## src/prp_pkg.sv

```systemverilog
`default_nettype none
// ----------------------------------------------------------------------------
// prp_pkg
// Types and constants shared by the Poiseuille path resistance core.
// ----------------------------------------------------------------------------
package prp_pkg;

  localparam int PosW    = 20;
  localparam int RadW    = 16;
  localparam int SpW     = 16;
  localparam int SpFracW = 12;
  localparam int FcW     = 32;
  localparam int ResW    = 48;
  localparam int LenW    = 32;
  localparam int TotW    = 32;
  localparam int CntW    = 16;
  localparam int CfgIdxW = 8;
  localparam int CfgDatW = 32;

  localparam int ProdW = PosW + SpW - 10;
  localparam int SqW   = 2 * ProdW + 2;
  localparam int RootW = SqW / 2;
  localparam int SumW  = RadW + 1;
  localparam int DivNW = 64;
  localparam int DivDW = 2 * SumW;
  localparam int DivCntW = $clog2(DivNW + 1);

  localparam int QDepth = 2;
  localparam int QPtrW  = $clog2(QDepth);
  localparam int QCntW  = $clog2(QDepth + 1);

  localparam logic [CfgIdxW-1:0] RegFlow = CfgIdxW'(0);
  localparam logic [CfgIdxW-1:0] RegSpX  = CfgIdxW'(1);
  localparam logic [CfgIdxW-1:0] RegSpY  = CfgIdxW'(2);
  localparam logic [CfgIdxW-1:0] RegSpZ  = CfgIdxW'(3);

  localparam logic [SpW-1:0]  SpacingReset = SpW'(4096);
  localparam logic [ResW-1:0] ResMax = '1;
  localparam logic [RadW-1:0] RadMax = '1;
  localparam logic [CntW-1:0] CntMax = '1;

  typedef struct packed {
    logic [FcW-1:0] flow_coefficient;
    logic [SpW-1:0] spacing_x;
    logic [SpW-1:0] spacing_y;
    logic [SpW-1:0] spacing_z;
  } cfg_t;

  typedef struct packed {
    logic [PosW-1:0] dx;
    logic [PosW-1:0] dy;
    logic [PosW-1:0] dz;
    logic [RadW-1:0] radius;
    logic [RadW-1:0] prev_radius;
    logic            first;
    logic            last;
  } seg_cmd_t;

  typedef struct packed {
    logic             start;
    logic [DivNW-1:0] dividend;
    logic [DivDW-1:0] divisor;
  } div_req_t;

  typedef struct packed {
    logic             busy;
    logic             done;
    logic [DivNW-1:0] quotient;
  } div_rsp_t;

endpackage
`default_nettype wire

```

## src/prp_queue.sv

```systemverilog
`default_nettype none
// ----------------------------------------------------------------------------
// prp_queue
// Short queue of segment commands between the front and the back.
// ----------------------------------------------------------------------------
module prp_queue import prp_pkg::*; (
  input  logic     clk,
  input  logic     rst_n,
  input  logic     push,
  input  seg_cmd_t push_cmd,
  output logic     full,
  input  logic     pop,
  output logic     pop_valid,
  output seg_cmd_t pop_cmd
);

  seg_cmd_t         mem_r [QDepth];
  logic [QPtrW-1:0] wr_r, wr_nxt, rd_r, rd_nxt;
  logic [QCntW-1:0] cnt_r, cnt_nxt;

  assign full      = (cnt_r == QCntW'(QDepth));
  assign pop_valid = (cnt_r != '0);
  assign pop_cmd   = mem_r[rd_r];

  always_comb begin
    wr_nxt  = push ? wr_r + 1'b1 : wr_r;
    rd_nxt  = pop ? rd_r + 1'b1 : rd_r;
    cnt_nxt = cnt_r + QCntW'(push) - QCntW'(pop);
  end

  always_ff @(posedge clk) begin
    if (!rst_n) begin
      wr_r  <= '0;
      rd_r  <= '0;
      cnt_r <= '0;
    end else begin
      wr_r  <= wr_nxt;
      rd_r  <= rd_nxt;
      cnt_r <= cnt_nxt;
    end
  end

  always_ff @(posedge clk) begin
    if (push) begin
      mem_r[wr_r] <= push_cmd;
    end
  end

endmodule
`default_nettype wire

```

## config.mk

```make
export PLATFORM = sky130hd
export DESIGN_NAME = prp_queue
export DESIGN_NICKNAME = d
export VERILOG_FILES = /design/src/prp_pkg.sv /design/src/prp_queue.sv
export SDC_FILE = /design/constraint.sdc
export NUM_CORES = 1
export LEC_CHECK = 0
export ABC_AREA = 1
export BUFFER_PORTS_ARGS = -buffer_cell sky130_fd_sc_hd__clkbuf_2
export CAP_MARGIN = 20
export CORE_UTILIZATION = 54
export CTS_BUF_LIST = sky130_fd_sc_hd__clkbuf_2 sky130_fd_sc_hd__clkbuf_4 sky130_fd_sc_hd__clkbuf_8
export CTS_CLUSTER_SIZE = 28
export DETAILED_ROUTE_END_ITERATION = 10
export GPL_TIMING_DRIVEN = 0
export PLACE_DENSITY_LB_ADDON = 0.12
export SYNTH_ARGS = -nofsm -noshare
export SYNTH_HDL_FRONTEND = slang
export SYNTH_SLANG_ARGS = --single-unit
```

## constraint.sdc

```tcl
create_clock -name clk -period 6.3 [get_ports clk]
set_input_delay 0.315 -clock clk [delete_from_list [all_inputs] [get_ports clk]]
set_output_delay 0.315 -clock clk [all_outputs]
set_load 0.02 [all_outputs]
```

# --- Word level (Yosys, flattened, before mapping) ---
# Memory sizes are Yosys's and may differ from the RTL's. A register that Yosys moved wholly into a read port is not among the register bits.
# Index checks and enable logic that the tools add are counted.
word_totals:
  ff_bits: 4
  ramBits: 188
  in_bits: 98
  out_inout_bits: 96
  elab_cells: 14
  n_memories: 1
mem_list:
  columns: ["name", "depth", "word_bits", "rd", "rd_ports_with_merged_regs", "write_ports", "line", "rtl"]
  rows:
  - ["mem_r", 2, 94, 1, 1, 1, "prp_queue.sv:17", "seg_cmd_t mem_r [QDepth];"]
op_classes:
  addsub: 4
  n_eq_ne: 1
  mux: 4
  n_reduce_logical: 1
op_table:
  columns: ["operator", "n"]
  rows:
  - ["1-bit 2-to-1 mux", 4]
  - ["1-bit adder (second input constant)", 2]
  - ["2-bit by 1-bit adder with 2-bit output", 1]
  - ["2-bit == test (second input constant)", 1]
  - ["2-bit nonzero test", 1]
  - ["2-bit by 1-bit subtractor with 2-bit output", 1]

# --- Longest topological paths before layout ---
depth:
  word_depth: 3
  ltp_mapped: 9
  mapped_depth_nobuf: 9

# --- Worst setup path after synthesis ---
# No wires, ideal clock.
synth_timing:
  path_kind: "in2reg"
  startpoint: "input push"
  endpoint: "memory mem_r[0][0] in the netlist's numbering (enable)"
  setup_time_ps: 550
  t_arrival_ps: 4291
  t_required_ps: 5750
  setup_slack_ps: 1460
  cell_stages: 2
  n_path_buf: 0
  path_cell_list: "inv_1 -> nor2_1"
synth_between:
  elab_chain_cells: 2
synth_lines:
  columns: ["element", "line", "rtl"]
  rows:
  - ["from (decl)", "prp_queue.sv:9", "input logic push,"]
  - ["1-bit 2-to-1 mux", "prp_queue.sv:44", "if (push) begin"]
  - ["1-bit 2-to-1 mux (not written as such)", "prp_queue.sv:45", "mem_r[wr_r] <= push_cmd;"]
  - ["to (decl)", "prp_queue.sv:17", null]
# Every way passes these cells.

==> reports/results.ini <==
[placed_design]
place.detailed.instances=694
hpwlAfterDp_um=8010
routabilityCongestion=0.683
placement.cell_area_mm2=0.00831
io_buffers=193

[timing]
maxSlewViolCount=0
achievable-frequency_ghz=0.480
skew_ps=9.55
total_setup_violations_reported_at_the_end_of_the_flow=0
timing.final.crit_share=0.331
fin_worst_hold_slack_ps=53.6
rsz0062_at_grt=no
tightestPinTransition_ps=788
max_slew_margin=0.473
report.final.hold_viol_count=0
finalCriticalPeriod_ps=2080

[grt]
wire_length_of_the_first_global_routing_pass_um=16600
grt_max_degree=54
overflow=0
vias_in_the_first_global_route=3551
track_usage=0.175
antenna_found_initial=0

[worst_setup_path]
timing.critical_path.fanout_max=10
setup.worst_path.start_class=flop
crit_path_cell_trace=buf_4, buf_6, mux2_2, clkbuf_2
critical_path.endpoint_type=output port
critPathRequiredTime_ps=5980
critPathBufInv=3
cp_data_arrival_time_ps=1770
worstRegToRegCells=3
crit_path_max_delay_cell_type=sky130_fd_sc_hd__dfxtp_1
timing.reg2reg.setup_slack_ps=4580
critPathTopFamily=buffers and inverters
slowest_delay_ps=380
critical_path_cell_count=4
worst-setup-path-type=reg2out

[die]
floorplan.die.height_um=116
design.die.area_mm2=0.0135
dieWidth_um=116
core_region_area_mm2=0.0127
initial_utilization=0.554
ios=194
rows=41

[routing]
drt_iter0_drc=147
vias=3630
drt-pass1-iter-count=4
detail_route.wirelength_um=11600
dr_wl_cell_um=16.0
postRouteAntennaNets=0
via_density_per_instance=5.02
route.detailed.drc=0

[synthesis]
synth_area_leader_cell=sky130_fd_sc_hd__edfxtp_1
yosys_warnings=0
syn-instance-count=325
syn_nets=425
yosys.cell_types.count=12
synth_top_area_share=0.804
yosysSeqAreaShare=0.819
ys_ff_latch=193
synth_area_mm2=0.00702
post_synth.cell_area_avg_um2=21.6
synth.area.top_cells=sky130_fd_sc_hd__edfxtp_1, sky130_fd_sc_hd__mux2_2, sky130_fd_sc_hd__dfxtp_1

[clock_tree]
cts.sinks=193
post_cts_buffers=0
cts_max_path_buffers=2
clk_pin_slew_ps=80
clk_root_buffer_cell=sky130_fd_sc_hd__clkbuf_8
cts-buffers-inserted=17
h_tree_depth=4
number_of_resized_instances_in_the_post_cts_repair_step=0
tritoncts=done
worst_skew_pair.late_latency_ps=450
holdBufCountCts=0

[cells_and_area]
antenna_cells_inserted=0
stdcell_area_mm2=0.00863
final_net_count=641
final_instance_count_excl_fillers=723
synthToLayoutAreaGrowth_pct=23.0
final_layout_size_suffix_gt1_frac=0.597

[worst_hold_path]
hold-path-cell-count=1
worstHoldPathType=in2reg

[status]
outcome=finished, final reports clean

[run]
maxCapViolations=0

[power]
power.ir.vdd_worst_mv=0.172
p_leak_uw=0.00333
power_density_mw_per_mm2=289

## placed cells by master (no fill, tap or decap)
master                      synthesis  routed
sky130_fd_sc_hd__clkbuf_4           0       3
sky130_fd_sc_hd__clkbuf_8           0      17
sky130_fd_sc_hd__clkinv_2           0       4
sky130_fd_sc_hd__ha_1               2       2
sky130_fd_sc_hd__buf_6              6       6
sky130_fd_sc_hd__edfxtp_1         188     188
sky130_fd_sc_hd__mux2_2            94      94
sky130_fd_sc_hd__buf_2              3       3
sky130_fd_sc_hd__inv_4              0       1
sky130_fd_sc_hd__bufinv_16          0       1
sky130_fd_sc_hd__buf_12             0       2
sky130_fd_sc_hd__clkinv_1           0       3
sky130_fd_sc_hd__inv_1              7       6
sky130_fd_sc_hd__nand3_1            1       1
sky130_fd_sc_hd__clkinv_4           0       1
sky130_fd_sc_hd__buf_16             0       2
sky130_fd_sc_hd__nor2_1             8       7
sky130_fd_sc_hd__nor2_4             0       1
sky130_fd_sc_hd__buf_4              1       1
sky130_fd_sc_hd__nand2_1            9       9
sky130_fd_sc_hd__dfxtp_1            5       5
sky130_fd_sc_hd__clkbuf_2           0     193
sky130_fd_sc_hd__a21oi_1            1       1
## Yosys cell counts
cell type	count
sky130_fd_sc_hd__a21oi_1	1
sky130_fd_sc_hd__buf_2	3
sky130_fd_sc_hd__buf_4	1
sky130_fd_sc_hd__buf_6	6
sky130_fd_sc_hd__dfxtp_1	5
sky130_fd_sc_hd__edfxtp_1	188
sky130_fd_sc_hd__ha_1	2
sky130_fd_sc_hd__inv_1	7
sky130_fd_sc_hd__mux2_2	94
sky130_fd_sc_hd__nand2_1	9
sky130_fd_sc_hd__nand3_1	1
sky130_fd_sc_hd__nor2_1	8
## worst paths after layout
kind | startpoint | endpoint
worst min register to register | rd_r | rd_r
worst max register to register | wr_r | mem_r[0][49]
worst max-delay path | flop | pop_cmd[50]
worst min-delay path | push_cmd[89] | mem_r[1][89]
## cell families (layout without fill, tap and decap cells)
group	Yosys count	count (layout)	share of synthesized area
fa+ha+maj	2	2	0.00356
mux	94	94	0.151
compound gates	1	1	0.000712
simple gates	18	18	0.00980
flops	193	193	0.819
buf+inv	17	243	0.0166
## worst reg2reg max path, delay by kind of cell (launching register included)
| kind | cells | cell delay (ps) |
|---|---|---|
| DFF | 1 | 350 |
| and+or+nand+nor | 1 | 640 |
| buffers and inverters | 2 | 430 |
## routing by layer
| layer | GRT usage | vias to the layer above | share of wire | wire (um) |
|---|---|---|---|---|
| li1 | - | 1700 | - | - |
| met1 | 0.182 | 1781 | 0.37 | 4300 |
| met2 | 0.303 | 131 | 0.52 | 6020 |
| met3 | 0.0717 | 18 | 0.086 | 995 |
| met4 | 0.0906 | 0 | 0.022 | 255 |
| met5 | 0 | - | 0 | 0 |
## metrics by stage
step | power, uW | setup TNS [ps] | util | setup slack (ps)
2_1_floorplan | 1720 | 0 | - | 1460
5_1_grt | 2580 | 0 | 0.681 | 4100
6_report | 2490 | 0 | 0.681 | 4220
3_5_place_dp | 1850 | 0 | 0.655 | 4400
4_1_cts | 2520 | 0 | 0.681 | 4140
3_3_place_gp | 1840 | -75980 | 0.647 | -813
## where the power goes
part | internal [uW] | total, uW | switching [uW] | leakage [uW]
logic | 130 | 314 | 184 | 0.00135
registers | 1480 | 1500 | 14.9 | 0.00181
clock network | 312 | 682 | 370 | 0.000175
total | 1930 | 2490 | 569 | 0.00333
## registers in the layout (all words and copies together) (netlist names), named ones only
| register | count |
|---|---|
| cnt_r | 2 |
| rd_r | 1 |
| mem_r | 188 |
| wr_r | 1 |
## final cells by class
class	count	area [um^2]
clock buffers	20	256
clock inverters	9	70.1
flip-flops and latches	193	5750
fillers	932	4040
plain buffers	10	90.1
multi-input cells	115	1160
inverters	7	28.8
repair buffers	197	1060
well taps	172	215
(Power assumes the default switching activity.)
