`src/prp_pkg.sv`:
```
`default_nettype none
// ----------------------------------------------------------------------------
// prp_pkg
// Types and constants shared by the Poiseuille path resistance core.
// ----------------------------------------------------------------------------
package prp_pkg;

  localparam int PosW    = 20;
  localparam int RadW    = 16;
  localparam int SpW     = 16;
  localparam int SpFracW = 12;
  localparam int FcW     = 32;
  localparam int ResW    = 48;
  localparam int LenW    = 32;
  localparam int TotW    = 32;
  localparam int CntW    = 16;
  localparam int CfgIdxW = 8;
  localparam int CfgDatW = 32;

  localparam int ProdW = PosW + SpW - 10;
  localparam int SqW   = 2 * ProdW + 2;
  localparam int RootW = SqW / 2;
  localparam int SumW  = RadW + 1;
  localparam int DivNW = 64;
  localparam int DivDW = 2 * SumW;
  localparam int DivCntW = $clog2(DivNW + 1);

  localparam int QDepth = 2;
  localparam int QPtrW  = $clog2(QDepth);
  localparam int QCntW  = $clog2(QDepth + 1);

  localparam logic [CfgIdxW-1:0] RegFlow = CfgIdxW'(0);
  localparam logic [CfgIdxW-1:0] RegSpX  = CfgIdxW'(1);
  localparam logic [CfgIdxW-1:0] RegSpY  = CfgIdxW'(2);
  localparam logic [CfgIdxW-1:0] RegSpZ  = CfgIdxW'(3);

  localparam logic [SpW-1:0]  SpacingReset = SpW'(4096);
  localparam logic [ResW-1:0] ResMax = '1;
  localparam logic [RadW-1:0] RadMax = '1;
  localparam logic [CntW-1:0] CntMax = '1;

  typedef struct packed {
    logic [FcW-1:0] flow_coefficient;
    logic [SpW-1:0] spacing_x;
    logic [SpW-1:0] spacing_y;
    logic [SpW-1:0] spacing_z;
  } cfg_t;

  typedef struct packed {
    logic [PosW-1:0] dx;
    logic [PosW-1:0] dy;
    logic [PosW-1:0] dz;
    logic [RadW-1:0] radius;
    logic [RadW-1:0] prev_radius;
    logic            first;
    logic            last;
  } seg_cmd_t;

  typedef struct packed {
    logic             start;
    logic [DivNW-1:0] dividend;
    logic [DivDW-1:0] divisor;
  } div_req_t;

  typedef struct packed {
    logic             busy;
    logic             done;
    logic [DivNW-1:0] quotient;
  } div_rsp_t;

endpackage
`default_nettype wire

```
`src/prp_divider.sv`:
```
`default_nettype none
// ----------------------------------------------------------------------------
// prp_divider
// Shared restoring divider producing one quotient bit per cycle.
// ----------------------------------------------------------------------------
module prp_divider import prp_pkg::*; (
  input  logic     clk,
  input  logic     rst_n,
  input  div_req_t req,
  output div_rsp_t rsp
);

  logic               busy_r, busy_nxt, done_r, done_nxt;
  logic [DivCntW-1:0] cnt_r, cnt_nxt;
  logic [DivNW-1:0]   quo_r, quo_nxt;
  logic [DivDW-1:0]   rem_r, rem_nxt, dsr_r, dsr_nxt;
  logic [DivDW:0]     shifted, diff;

  assign rsp.busy     = busy_r;
  assign rsp.done     = done_r;
  assign rsp.quotient = quo_r;

  always_comb begin
    busy_nxt = busy_r;
    done_nxt = 1'b0;
    cnt_nxt  = cnt_r;
    quo_nxt  = quo_r;
    rem_nxt  = rem_r;
    dsr_nxt  = dsr_r;
    shifted  = {rem_r, quo_r[DivNW-1]};
    diff     = shifted - {1'b0, dsr_r};
    if (busy_r) begin
      if (shifted >= {1'b0, dsr_r}) begin
        rem_nxt = diff[DivDW-1:0];
        quo_nxt = {quo_r[DivNW-2:0], 1'b1};
      end else begin
        rem_nxt = shifted[DivDW-1:0];
        quo_nxt = {quo_r[DivNW-2:0], 1'b0};
      end
      cnt_nxt = cnt_r - 1'b1;
      if (cnt_r == DivCntW'(1)) begin
        busy_nxt = 1'b0;
        done_nxt = 1'b1;
      end
    end else if (req.start) begin
      busy_nxt = 1'b1;
      cnt_nxt  = DivCntW'(DivNW);
      quo_nxt  = req.dividend;
      rem_nxt  = '0;
      dsr_nxt  = req.divisor;
    end
  end

  always_ff @(posedge clk) begin
    if (!rst_n) begin
      busy_r <= 1'b0;
      done_r <= 1'b0;
      cnt_r  <= '0;
    end else begin
      busy_r <= busy_nxt;
      done_r <= done_nxt;
      cnt_r  <= cnt_nxt;
    end
    quo_r <= quo_nxt;
    rem_r <= rem_nxt;
    dsr_r <= dsr_nxt;
  end

endmodule
`default_nettype wire

```
`config.mk`:
```
export PLATFORM = sky130hd
export DESIGN_NAME = prp_divider
export DESIGN_NICKNAME = d
export VERILOG_FILES = /design/src/prp_pkg.sv /design/src/prp_divider.sv
export SDC_FILE = /design/constraint.sdc
export NUM_CORES = 1
export LEC_CHECK = 0
export BUFFER_PORTS_ARGS = -buffer_cell sky130_fd_sc_hd__buf_2
export CORE_UTILIZATION = 30
export CTS_BUF_LIST = sky130_fd_sc_hd__clkbuf_8 sky130_fd_sc_hd__clkbuf_16
export CTS_CLUSTER_SIZE = 28
export DETAILED_ROUTE_END_ITERATION = 12
export PLACE_DENSITY = 0.59
export RECOVER_POWER = 25
export SETUP_SLACK_MARGIN = 0.5
export SLEW_MARGIN = 5
export SYNTH_ARGS = -nofsm -noshare
export SYNTH_HDL_FRONTEND = slang
export SYNTH_SLANG_ARGS = --single-unit
```
`constraint.sdc`:
```
create_clock -name clk -period 6.6 [get_ports clk]
set_clock_uncertainty 0.1 [all_clocks]
set_input_delay 0.33 -clock clk [delete_from_list [all_inputs] [get_ports clk]]
set_output_delay 0.33 -clock clk [all_outputs]
set_load 0.01 [all_outputs]
```
-- After elaboration in Yosys (flattened, before gate mapping)
Cells that the tools add are included.
- muxes and demuxes: 12
- reductions and logical operators: 3
- equal/unequal tests: 1
- bitwise operators: 1
- $lt $le $gt $ge: 1
- $add $sub $neg: 2
- operator list (cell ; number):
    $mux W64 ; 2
    $mux W34 ; 3
    $ge A35 B34 Y1 ; 1
    $sub A34 B34 Y34 ; 1
    $mux W7 ; 2
    $eq A7 B1 Y1 const B ; 1
    $sub A7 B1 Y7 const B ; 1
    $mux W1 ; 5
    $reduce_and A2 Y1 ; 2
    $reduce_bool A2 Y1 ; 1
    $not A1 Y1 ; 1
- logic and storage cells: 26
- output and inout port bits: 66
- register bits: 141

-- Depth between registers and ports, before layout
- word-level depth: 3
- depth in mapped cells: 13

-- Least setup slack after synthesis
No wires, ideal clock.
- kind: register -> register
- start point: register busy_r
- end point: register cnt_r[4]
- setup time: 0.116 ns
- buffers on the path: 1
- cell stages (with the launch flop): 6
- arrival: 3.067 ns
- path slack: 3.317 ns
- cell sequence: dfxtp_1 clkbuf_1 nor2_1 inv_1 a21boi_0 o21a_1
- word-level cells in the longest chain between the ends: 1
- RTL lines (what ; RTL line ; text):
    from (decl) ; prp_divider.sv:13 ; logic busy_r, busy_nxt, done_r, done_nxt;
    from (signal assigned) ; prp_divider.sv:60 ; busy_r <= busy_nxt;
    $mux W7 / $reduce_bool A2 Y1 (equally long branches) ; -- ;
    to (signal assigned) ; prp_divider.sv:62 ; cnt_r <= cnt_nxt;
    to (decl) ; prp_divider.sv:14 ; logic [DivCntW-1:0] cnt_r, cnt_nxt;
Parallel ways exist; a longest one is shown, timed or not.
A chain may end at the register's enable or synchronous reset.

-- Final worst setup path
- start point: register rem_r[7]
- end point: register quo_r[0] (data pin)
- word-level cells in the longest chain between the ends: 3
- RTL lines (what ; RTL line ; text):
    from (decl) ; prp_divider.sv:16 ; logic [DivDW-1:0] rem_r, rem_nxt, dsr_r, dsr_nxt;
    from (signal assigned) ; prp_divider.sv:65 ; rem_r <= rem_nxt;
    $ge A35 B34 Y1 ; prp_divider.sv:33 ; if (shifted >= {1'b0, dsr_r}) begin
    $mux W1 ; prp_divider.sv:33 ;
    $mux W64 ; prp_divider.sv:32 ; if (busy_r) begin
    named net quo_nxt[0] ; prp_divider.sv:15 ; logic [DivNW-1:0] quo_r, quo_nxt;
    to (signal assigned) ; prp_divider.sv:64 ; quo_r <= quo_nxt;
    to (decl) ; prp_divider.sv:15 ;
The timed path passes the listed nets, and every way through them passes these cells.

==> run metrics <==
EDFF count, synth approximately 130; worst path cell trace ha_1, a21o_1, a221oi_2, o21ai_2, o21bai_4, a211oi_4, o211ai_4, nand2_8, nand2_2, o21ai_0; GPL Wtd Cong roughly 0.8; Initial DRC Count 260; max_cap viols 0; PD cells between 200 and 300 nW/um^2; final-report hold violation count 0; Reg2Reg Setup Slack 3.25 ns; Worst-path clk slew ~0.070 ns; Pre-Repair DR Iteration Count 4; first-pass GRT wire length 30,300 um; H-tree levels 4; routed wl met2 roughly 8700 um; routed wire length per instance 16.1 um; # fillers ~2,600; RR Endpoint quo_r[0]; commonest non-fill, non-tap cell in the layout edfxtp_1; largest cells by area after synthesis edfxtp_1, mux2_2, ha_1; Worst Reg2Reg Path Length in Cells 10; area delta synth->final 24.9%; core region area around 25,000 um^2; Int Power slightly below 2000 uW; nets@finish between 900 and 1,000; Setup TNS 0 ns; fin. max-slew vios 0; Pleak 0.00399 uW; die area about 27,000 um^2; Die H ~160 um; status finished, final reports clean; Slowest Stage Delay on Critical Path ~0.47 ns; worst IR drop on VDD roughly 0.14 mV; Final setup viols 0; WL final 19,100 um; FMAX ~300 MHz; fin worst setup slack around 3.2 ns; PortBufs 166; CTS tree built; worst min-delay path startpoint req[52]; gr usage total around 15%; Hold Crit Class input port to flip-flop; number of distinct library cells after synthesis a little over 70; fin area 9760 um^2; Worst-Margin Slew about 1.1 ns; ANT cells 0; synthesized flop and latch total ~140; largest net degree at the start of global routing just over 80; Comb power frac roughly a quarter; Worst Setup SP rem_r[7]; # clock sinks about 140; Crit Reg-Reg Startpoint rem_r[7]; Top Layer Used met4; Synth top area share 50.7%; routed vias/inst between 4 and 5; synthesized area slightly below 8000 um^2; Buf/Inv on CP 0; Root Buffer Master clkbuf_16; Final period util roughly half; Post-DP Area between 8000 and 9000 um^2; num ports about 170; clock tree buffer depth 2; share of layout cells above drive strength 1 ~27%; WHS Endpoint quo_r[18]; Hold Worst Slack ~0.095 ns; number of global-route vias before repair 5,817; total global routing overflow 0; met3 WL approximately 1500 um; Final HPWL DP 13,400 um; Routed Antenna Nets 0; max_slew headroom ~28%; width of the die 163 um; Post-synth ARST share 0%; clock power share 32.5%; drc violations 0; WHS Path Cells 2; Sw Ratio between 30% and 40%; DP Worst Slack 3.26 ns; Post-CTS Repair Setup Buffers 0; CP Max Fanout 41; WP data required 6.63 ns; CTS Buf Count 17; Synth warnings 0; initial antenna violation count 0; post-synth net total 785; crit path max-delay cell type o211ai_4; clock latency at the later pin of the worst-skew pair ~0.43 ns; Starting Density approximately 30%; DR vias 5,603; CTS hold repair buffers 34; NetSw roughly 900 uW; ys flop type edfxtp_1; CP arrival 3.38 ns; critical path endpoint category flip-flop; minimum clock period after layout approximately 3.4 ns; most frequent cells in the layout edfxtp_1, buf_2, mux2_2; mean area per synthesized cell 12.1 um^2; Synth area leader edfxtp_1; critical path class flip-flop to flip-flop; CP startpoint kind flip-flop; crit-path leading delay family compound AO/OA/AOI/OAI gates; met1 wire length 8600 um; Inst Count DP 1,120; Non-Filler Instances approximately 1,200; RSZ-0062 raised after global routing no; CTS resizes 0; sequential share of power between 40 and 50%; register area share after synthesis between 50 and 60%; num rows 58; Post-Synthesis Cells about 650
synth_stat cells, drive strengths merged (2+ instances only):
cell type / instances
edfxtp: 132
mux2: 63
inv: 50
a21oi: 46
nor2: 41
nand2: 40
ha: 36
o21ai: 21
xnor2: 21
mux2i: 18
nand3: 17
a21o: 15
clkbuf: 15
buf: 11
dfxtp: 9
nand4: 9
nor2b: 9
xor2: 8
a21boi: 6
nand2b: 6
o21a: 6
o21bai: 6
a211oi: 5
a31oi: 5
and2: 5
and3: 5
o22ai: 5
nor4: 4
o211ai: 4
nand3b: 3
nor3: 2
o311ai: 2
o31ai: 2
or3: 2
worst max path at each step:
| stage | to | depth (start not counted) |
|---|---|---|
| after global placement | quo_r[0] | 10 |
| after CTS | quo_r[0] | 10 |
| final | quo_r[0] | 10 |
| after detailed placement | quo_r[0] | 10 |
| after floorplan | cnt_r[4] | 5 |
| after global routing | rem_r[27] | 10 |
cell type report:
cell class	instances	area (um^2)	share of cell area [%]
clock buffer	17	425	4.36
sequential	141	4150	42.5
clock inverter	15	130	1.33
tap	330	413	4.23
inverter	50	190	1.95
multi-input combinational	430	3330	34.1
timing repair buffer	203	1130	11.5
state kept, by name (all words and copies together) (netlist names):
register  count
quo_r        64
dsr_r        34
rem_r        34
cnt_r         7
busy_r        1
done_r        1
worst reg2reg max path: stages (launching register included):
cell      delay (ns)
edfxtp_1        0.41
ha_1            0.40
a21o_1          0.22
a221oi_2        0.24
o21ai_2         0.13
o21bai_4        0.21
a211oi_4        0.12
o211ai_4        0.48
nand2_8         0.36
nand2_2         0.29
o21ai_0         0.11
kinds of logic after synthesis:
| kind of cell | after synthesis | synth area share, % |
|---|---|---|
| XOR/XNOR | 29 | 3.25 |
| adder cells (fa/ha/maj) | 37 | 6.02 |
| AO/OA/AOI/OAI | 136 | 12.4 |
| multiplexers | 81 | 11.4 |
| flip-flops | 141 | 53.0 |
| AND/OR/NAND/NOR | 147 | 9.54 |
| buffers and inverters | 76 | 4.36 |
power groups by stage:
| stage | Combinational [uW] | Sequential [uW] | Clock (uW) |
|---|---|---|---|
| 6_report | 755 | 1180 | 928 |
| 5_1_grt | 839 | 1190 | 987 |
| 4_1_cts | 769 | 1180 | 956 |
| 3_5_place_dp | 749 | 1190 | 0 |
| 3_3_place_gp | 749 | 1190 | 0 |
| 2_1_floorplan | 562 | 1190 | 0 |
per-layer routing:
layer	track usage, %	vias to the layer above
li1	-	2783
met1	18.6	2625
met2	23.9	184
met3	5.28	11
met4	4.25	0
met5	0	-
per-stage QoR:
| step | total power [uW] | utilization [%] |
|---|---|---|
| global placement | 1940 | 35.2 |
| finish | 2860 | 38.4 |
| global route | 3020 | 38.4 |
| detailed placement | 1940 | 35.2 |
| floorplan | 1750 | - |
| CTS | 2900 | 38.7 |
No activity file was read; power rests on OpenSTA's default activity.
