## src/prp_pkg.sv

```systemverilog
`default_nettype none
// ----------------------------------------------------------------------------
// prp_pkg
// Types and constants shared by the Poiseuille path resistance core.
// ----------------------------------------------------------------------------
package prp_pkg;

  localparam int PosW    = 20;
  localparam int RadW    = 16;
  localparam int SpW     = 16;
  localparam int SpFracW = 12;
  localparam int FcW     = 32;
  localparam int ResW    = 48;
  localparam int LenW    = 32;
  localparam int TotW    = 32;
  localparam int CntW    = 16;
  localparam int CfgIdxW = 8;
  localparam int CfgDatW = 32;

  localparam int ProdW = PosW + SpW - 10;
  localparam int SqW   = 2 * ProdW + 2;
  localparam int RootW = SqW / 2;
  localparam int SumW  = RadW + 1;
  localparam int DivNW = 64;
  localparam int DivDW = 2 * SumW;
  localparam int DivCntW = $clog2(DivNW + 1);

  localparam int QDepth = 2;
  localparam int QPtrW  = $clog2(QDepth);
  localparam int QCntW  = $clog2(QDepth + 1);

  localparam logic [CfgIdxW-1:0] RegFlow = CfgIdxW'(0);
  localparam logic [CfgIdxW-1:0] RegSpX  = CfgIdxW'(1);
  localparam logic [CfgIdxW-1:0] RegSpY  = CfgIdxW'(2);
  localparam logic [CfgIdxW-1:0] RegSpZ  = CfgIdxW'(3);

  localparam logic [SpW-1:0]  SpacingReset = SpW'(4096);
  localparam logic [ResW-1:0] ResMax = '1;
  localparam logic [RadW-1:0] RadMax = '1;
  localparam logic [CntW-1:0] CntMax = '1;

  typedef struct packed {
    logic [FcW-1:0] flow_coefficient;
    logic [SpW-1:0] spacing_x;
    logic [SpW-1:0] spacing_y;
    logic [SpW-1:0] spacing_z;
  } cfg_t;

  typedef struct packed {
    logic [PosW-1:0] dx;
    logic [PosW-1:0] dy;
    logic [PosW-1:0] dz;
    logic [RadW-1:0] radius;
    logic [RadW-1:0] prev_radius;
    logic            first;
    logic            last;
  } seg_cmd_t;

  typedef struct packed {
    logic             start;
    logic [DivNW-1:0] dividend;
    logic [DivDW-1:0] divisor;
  } div_req_t;

  typedef struct packed {
    logic             busy;
    logic             done;
    logic [DivNW-1:0] quotient;
  } div_rsp_t;

endpackage
`default_nettype wire

```

## src/prp_if.sv

```systemverilog
`default_nettype none
// ----------------------------------------------------------------------------
// prp_if
// Channel interfaces of the core: point items, result items and register writes.
// ----------------------------------------------------------------------------
interface prp_in_if import prp_pkg::*; ();
  logic            valid;
  logic            ready;
  logic [PosW-1:0] pos_x;
  logic [PosW-1:0] pos_y;
  logic [PosW-1:0] pos_z;
  logic [RadW-1:0] radius;
  logic            first_point;
  logic            last_point;
  modport source(output valid, pos_x, pos_y, pos_z, radius, first_point, last_point,
                 input ready);
  modport sink(input valid, pos_x, pos_y, pos_z, radius, first_point, last_point,
               output ready);
endinterface

`default_nettype wire

```

## src/prp_front.sv

```systemverilog
`default_nettype none
// ----------------------------------------------------------------------------
// prp_front
// Accepts point items, keeps the previous point and forms segment commands.
// ----------------------------------------------------------------------------
module prp_front import prp_pkg::*; #(
  parameter int DIMENSION = 3
) (
  input  logic     clk,
  input  logic     rst_n,
  prp_in_if.sink   in_ch,
  input  logic     q_full,
  output logic     q_push,
  output seg_cmd_t q_cmd
);

  logic [PosW-1:0] prev_x_r, prev_y_r, prev_z_r;
  logic [RadW-1:0] prev_rad_r;

  function automatic logic [PosW-1:0] abs_diff(logic [PosW-1:0] a, logic [PosW-1:0] b);
    return (a > b) ? a - b : b - a;
  endfunction

  assign in_ch.ready = !q_full;
  assign q_push      = in_ch.valid && !q_full;

  always_comb begin
    q_cmd.dx          = abs_diff(in_ch.pos_x, prev_x_r);
    q_cmd.dy          = abs_diff(in_ch.pos_y, prev_y_r);
    q_cmd.dz          = (DIMENSION > 2) ? abs_diff(in_ch.pos_z, prev_z_r) : '0;
    q_cmd.radius      = in_ch.radius;
    q_cmd.prev_radius = prev_rad_r;
    q_cmd.first       = in_ch.first_point;
    q_cmd.last        = in_ch.last_point;
  end

  always_ff @(posedge clk) begin
    if (!rst_n) begin
      prev_x_r   <= '0;
      prev_y_r   <= '0;
      prev_z_r   <= '0;
      prev_rad_r <= '0;
    end else if (q_push) begin
      prev_x_r   <= in_ch.pos_x;
      prev_y_r   <= in_ch.pos_y;
      prev_z_r   <= in_ch.pos_z;
      prev_rad_r <= in_ch.radius;
    end
  end

endmodule
`default_nettype wire

```

## src/flat_wrapper.sv

```systemverilog
// flat-port wrapper written by rule: the top's interface ports become plain ports
module prp_front_flat import prp_pkg::*;
#(
  parameter int DIMENSION = 3
)
  (clk, rst_n, q_full, q_push, q_cmd, in_ch_valid, in_ch_pos_x, in_ch_pos_y, in_ch_pos_z, in_ch_radius, in_ch_first_point, in_ch_last_point, in_ch_ready);
  prp_in_if in_ch_i ();
  input  logic clk;
  input  logic rst_n;
  input  logic q_full;
  output logic q_push;
  output seg_cmd_t q_cmd;
  input wire logic [$bits(in_ch_i.valid)-1:0] in_ch_valid;
  input wire logic [$bits(in_ch_i.pos_x)-1:0] in_ch_pos_x;
  input wire logic [$bits(in_ch_i.pos_y)-1:0] in_ch_pos_y;
  input wire logic [$bits(in_ch_i.pos_z)-1:0] in_ch_pos_z;
  input wire logic [$bits(in_ch_i.radius)-1:0] in_ch_radius;
  input wire logic [$bits(in_ch_i.first_point)-1:0] in_ch_first_point;
  input wire logic [$bits(in_ch_i.last_point)-1:0] in_ch_last_point;
  output wire logic [$bits(in_ch_i.ready)-1:0] in_ch_ready;
  assign in_ch_i.valid = in_ch_valid;
  assign in_ch_i.pos_x = in_ch_pos_x;
  assign in_ch_i.pos_y = in_ch_pos_y;
  assign in_ch_i.pos_z = in_ch_pos_z;
  assign in_ch_i.radius = in_ch_radius;
  assign in_ch_i.first_point = in_ch_first_point;
  assign in_ch_i.last_point = in_ch_last_point;
  assign in_ch_ready = in_ch_i.ready;
  prp_front #(.DIMENSION(DIMENSION)) u_core (.clk(clk), .rst_n(rst_n), .in_ch(in_ch_i), .q_full(q_full), .q_push(q_push), .q_cmd(q_cmd));
endmodule
```

## config.mk

```make
export PLATFORM = sky130hd
export DESIGN_NAME = prp_front_flat
export DESIGN_NICKNAME = d
export VERILOG_FILES = /design/src/prp_pkg.sv /design/src/prp_if.sv /design/src/prp_front.sv /design/src/flat_wrapper.sv
export SDC_FILE = /design/constraint.sdc
export NUM_CORES = 1
export LEC_CHECK = 0
export BUFFER_PORTS_ARGS = -buffer_cell sky130_fd_sc_hd__buf_2
export CAP_MARGIN = 20
export CELL_PAD_IN_SITES_DETAIL_PLACEMENT = 2
export CELL_PAD_IN_SITES_GLOBAL_PLACEMENT = 2
export CORE_MARGIN = 3
export CORE_UTILIZATION = 35
export CTS_BUF_LIST = sky130_fd_sc_hd__clkbuf_2
export DETAILED_ROUTE_END_ITERATION = 12
export HOLD_SLACK_MARGIN = 0.06
export PLACE_DENSITY_LB_ADDON = 0.1
export SETUP_SLACK_MARGIN = 0.2
export SYNTH_ARGS = -nofsm -noshare
export SYNTH_HDL_FRONTEND = slang
export SYNTH_SLANG_ARGS = --single-unit
```

## constraint.sdc

```tcl
create_clock -name clk -period 7 [get_ports clk]
set_input_delay 1.75 -clock clk [delete_from_list [all_inputs] [get_ports clk]]
set_output_delay 1.75 -clock clk [all_outputs]
set_load 0.02 [all_outputs]
```

### Word level (Yosys, flattened, before mapping)

Cells that the tools add are included.

| word-level totals | value |
|---|---|
| register bits | 76 |
| input port bits | 82 |
| word-level logic and storage cells | 18 |
| output and inout bits | 96 |

| operators by class | value |
|---|---|
| mux-type cells | 3 |
| magnitude comparators | 3 |
| add/sub/neg operators | 6 |
| reductions and logical operators | 2 |

Operators by type and width:

| operator | number |
|---|---|
| $sub 20x20->20 | 6 |
| $gt 20x20->1 | 3 |
| $mux 20 | 3 |
| $logic_and 1x1->1 | 1 |
| $logic_not 1->1 | 1 |

### Longest topological paths before layout

| depth | value |
|---|---|
| depth after elaboration | 2 |
| mapped depth | 12 |

### Least setup slack after synthesis

OpenSTA, ideal clock, no wires.

| timing path | value |
|---|---|
| path kind | input to output |
| from | in in_ch_pos_z[7] |
| to | out q_cmd[53] (netlist bit) |
| stages | 11 |
| slack | 1061 ps |
| data arrival time | 4189 ps |
| required time | 5250 ps |
| path through | inv_1 ha_1 buf_2 and4_4 a41o_1 a221o_1 o31a_1 a211o_1 nor2_1 nor3_1 a211oi_1 |

RTL lines:

| element | line | RTL |
|---|---|---|
| start, declared | flat_wrapper.sv:16 | `input wire logic [$bits(in_ch_i.pos_z)-1:0] in_ch_pos_z;` |
| end, declared | flat_wrapper.sv:12 | `output seg_cmd_t q_cmd;` |

==> flow_summary.json <==
{
  "cts_buffer_depth": 2,
  "start_kind": "input port",
  "die_x_um": 166,
  "dr.first_iter.drc_count": 392,
  "synth_most_common_cell": "nand2_1",
  "multi_input_area_um2": 6460,
  "synth_edf_count": 0,
  "port_buffers": 173,
  "cp-end-kind": "output pin",
  "rsz0062_at_grt": "false",
  "synth_xor_area_share_pct": 4.98,
  "status": "finished clean",
  "vias": 8893,
  "synth_fp_nets": 1428,
  "hold_violations": 0,
  "clock-sinks": 76,
  "start_util_pct": 36.3,
  "dieArea_um2": 27600,
  "yosysSeqAreaShare_pct": 16.9,
  "cts_max_level": 3,
  "die_h_um": 166,
  "rows": 57,
  "place_inst": 1638,
  "syn_avg_cell_area_um2": 7.34,
  "synthTopCellsByCount": "nand2_1, inv_1, ha_1",
  "drc_errors": 0,
  "synth.area.top_cells": "dfxtp_1, ha_1, nand2_1",
  "fin_cells": 1656,
  "grt_max_degree": 77,
  "synth_cells": 1223,
  "netlist-cell-type-count": 78,
  "period_needed_ps": 6390,
  "wirelength_um": 30500,
  "cts_root_buf": "clkbuf_2",
  "cts_resized": 0,
  "via_per_inst": 5.37,
  "yosysTopAreaCell": "dfxtp_1",
  "ant_nets": 0,
  "cts_hold_buffers": 0,
  "wl_per_cell_um": 18.4,
  "fillers": 3045,
  "drive_gt1_share_pct": 16.9,
  "antenna_found_initial": 5,
  "leakagePower_uw": 0.00482,
  "power_density_nw_per_um2": 160,
  "gp_congestion": 0.869,
  "peakVddDrop_uv": 67.0,
  "dr.pass1.iters": 5,
  "synthMuxAreaShare_pct": 2.01,
  "synth_compound_area_share_pct": 29.9,
  "max_freq_mhz": 156,
  "coreArea_um2": 24700,
  "cp.required_ps": 5250,
  "synth-seq-cells": 76,
  "cp_max_fo": 24,
  "syn_to_final_growth_pct": 11.1,
  "ys_warn_count": 0,
  "netlist_area_um2": 8980,
  "cts_tree": "built",
  "regArea_um2": 1520,
  "layout.nets": 1530,
  "clk_pin_slew_worst_paths_ps": 260,
  "synth_top_family_by_area": "compound AO/OA/AOI/OAI gates",
  "cts_buffers": 9,
  "post_cts_buffers": 0,
  "skew_ps": 0,
  "synthAdderAreaFrac_pct": 17.6,
  "layout_worst_path_cycle_share_pct": 91.3,
  "synthFlopType": "dfxtp_1",
  "async_flop_share_pct": 0,
  "crit_type": "input port to output pin",
  "cap_violations": 0,
  "worstPathArrival_ps": 4640,
  "slew_viol_final": 0,
  "max_slew_margin_pct": 36.5,
  "grt_pass1_vias": 9458,
  "fin_tns_setup_ps": 0,
  "min_path_type": "flop to flop",
  "yosys.area_share.simple_pct": 17.3,
  "ios": 178,
  "dpl.hpwl_um": 24200,
  "grt_use_total_pct": 21.5,
  "final-setup-viol-count": 0,
  "synth_top_area_share_pct": 16.9,
  "worst_pin_slew_ps": 952,
  "grt_pass1_wl_um": 49700,
  "grt_overflow_total": 0,
  "worst_skew_pair.late_latency_ps": 580
}
where the power goes:
part           switching, uW  internal (uW)
combinational            539            311
clock                    193           80.3
sequential              14.9            454
total                    747            845
kinds of logic (layout without fill, tap and decap cells):
| family | after synthesis | count (layout) |
|---|---|---|
| AOI/OAI and AO/OA | 385 | 385 |
| and+or+nand+nor | 340 | 340 |
| buffers and inverters | 230 | 337 |
| adders and majority gates | 123 | 123 |
| DFF | 76 | 76 |
| xor gates and xnor gates | 51 | 51 |
| muxes | 18 | 18 |
| other | 0 | 2 |
per-layer routing:
| layer | vias up | track usage, % | wire length (um) |
|---|---|---|---|
| li1 | 4366 | - | - |
| met1 | 4382 | 28.3 | 14600 |
| met2 | 116 | 37.4 | 14600 |
| met3 | 23 | 3.31 | 982 |
| met4 | 6 | 4.20 | 315 |
| met5 | - | 0 | 38 |
path summary, 6_finish.rpt:
path / endpoint / slack [ps] / startpoint / cells past startpoint
min reg2reg: u_core.prev_rad_r[10] / 480 / u_core.prev_rad_r[10] / 2
max: q_cmd[65] / 610 / in_ch_pos_y[0] / 13
max reg2reg: u_core.prev_z_r[5] / 6210 / u_core.prev_z_r[5] / 2
min: u_core.prev_rad_r[10] / 480 / u_core.prev_rad_r[10] / 2
metrics by stage:
step	setup slack [ps]	util [%]	hold WS, ps	power, uW	instance area, um^2
after CTS	513	40.3	488	1620	9970
after floorplan	1060	-	443	1060	8980
after global placement	586	39.8	450	1310	9850
after detailed placement	521	39.8	460	1330	9850
final	607	40.3	482	1590	9970
after global routing	340	40.3	510	1710	9970
cell type report:
cell class / count / share of cell area, %
antenna: 2 / 0.0502
clock buffer: 9 / 0.452
clock inverter: 7 / 0.677
inverter: 139 / 5.23
multi-input combinational: 917 / 64.8
sequential: 76 / 15.3
tap: 324 / 4.06
timing repair buffer: 182 / 9.48
worst max-delay path, stage by stage:
cell	delay, ps
buf_2	100
inv_1	40
ha_1	240
fa_1	400
nand2b_1	170
a21oi_1	440
o311ai_4	160
a21oi_2	170
o31a_2	310
buf_12	220
mux2i_1	250
xnor2_1	160
buf_2	200
registers in the layout, indices dropped and copies added (netlist names):
register	flops
u_core.prev_rad_r	16
u_core.prev_y_r	20
u_core.prev_z_r	20
u_core.prev_x_r	20
placed cells by master (no fill, tap or decap), types with 25 or more instances in the layout:
| master | synthesis | final |
|---|---|---|
| a21boi_0 | 80 | 80 |
| a21o_1 | 57 | 57 |
| a21oi_1 | 81 | 81 |
| buf_2 | 29 | 173 |
| dfxtp_1 | 76 | 76 |
| ha_1 | 117 | 117 |
| inv_1 | 137 | 137 |
| nand2_1 | 204 | 202 |
| nor2_1 | 31 | 31 |
| o21ai_0 | 30 | 30 |
| xnor2_1 | 25 | 25 |
| xor2_1 | 26 | 26 |
Power figures use the tool's default switching activity.
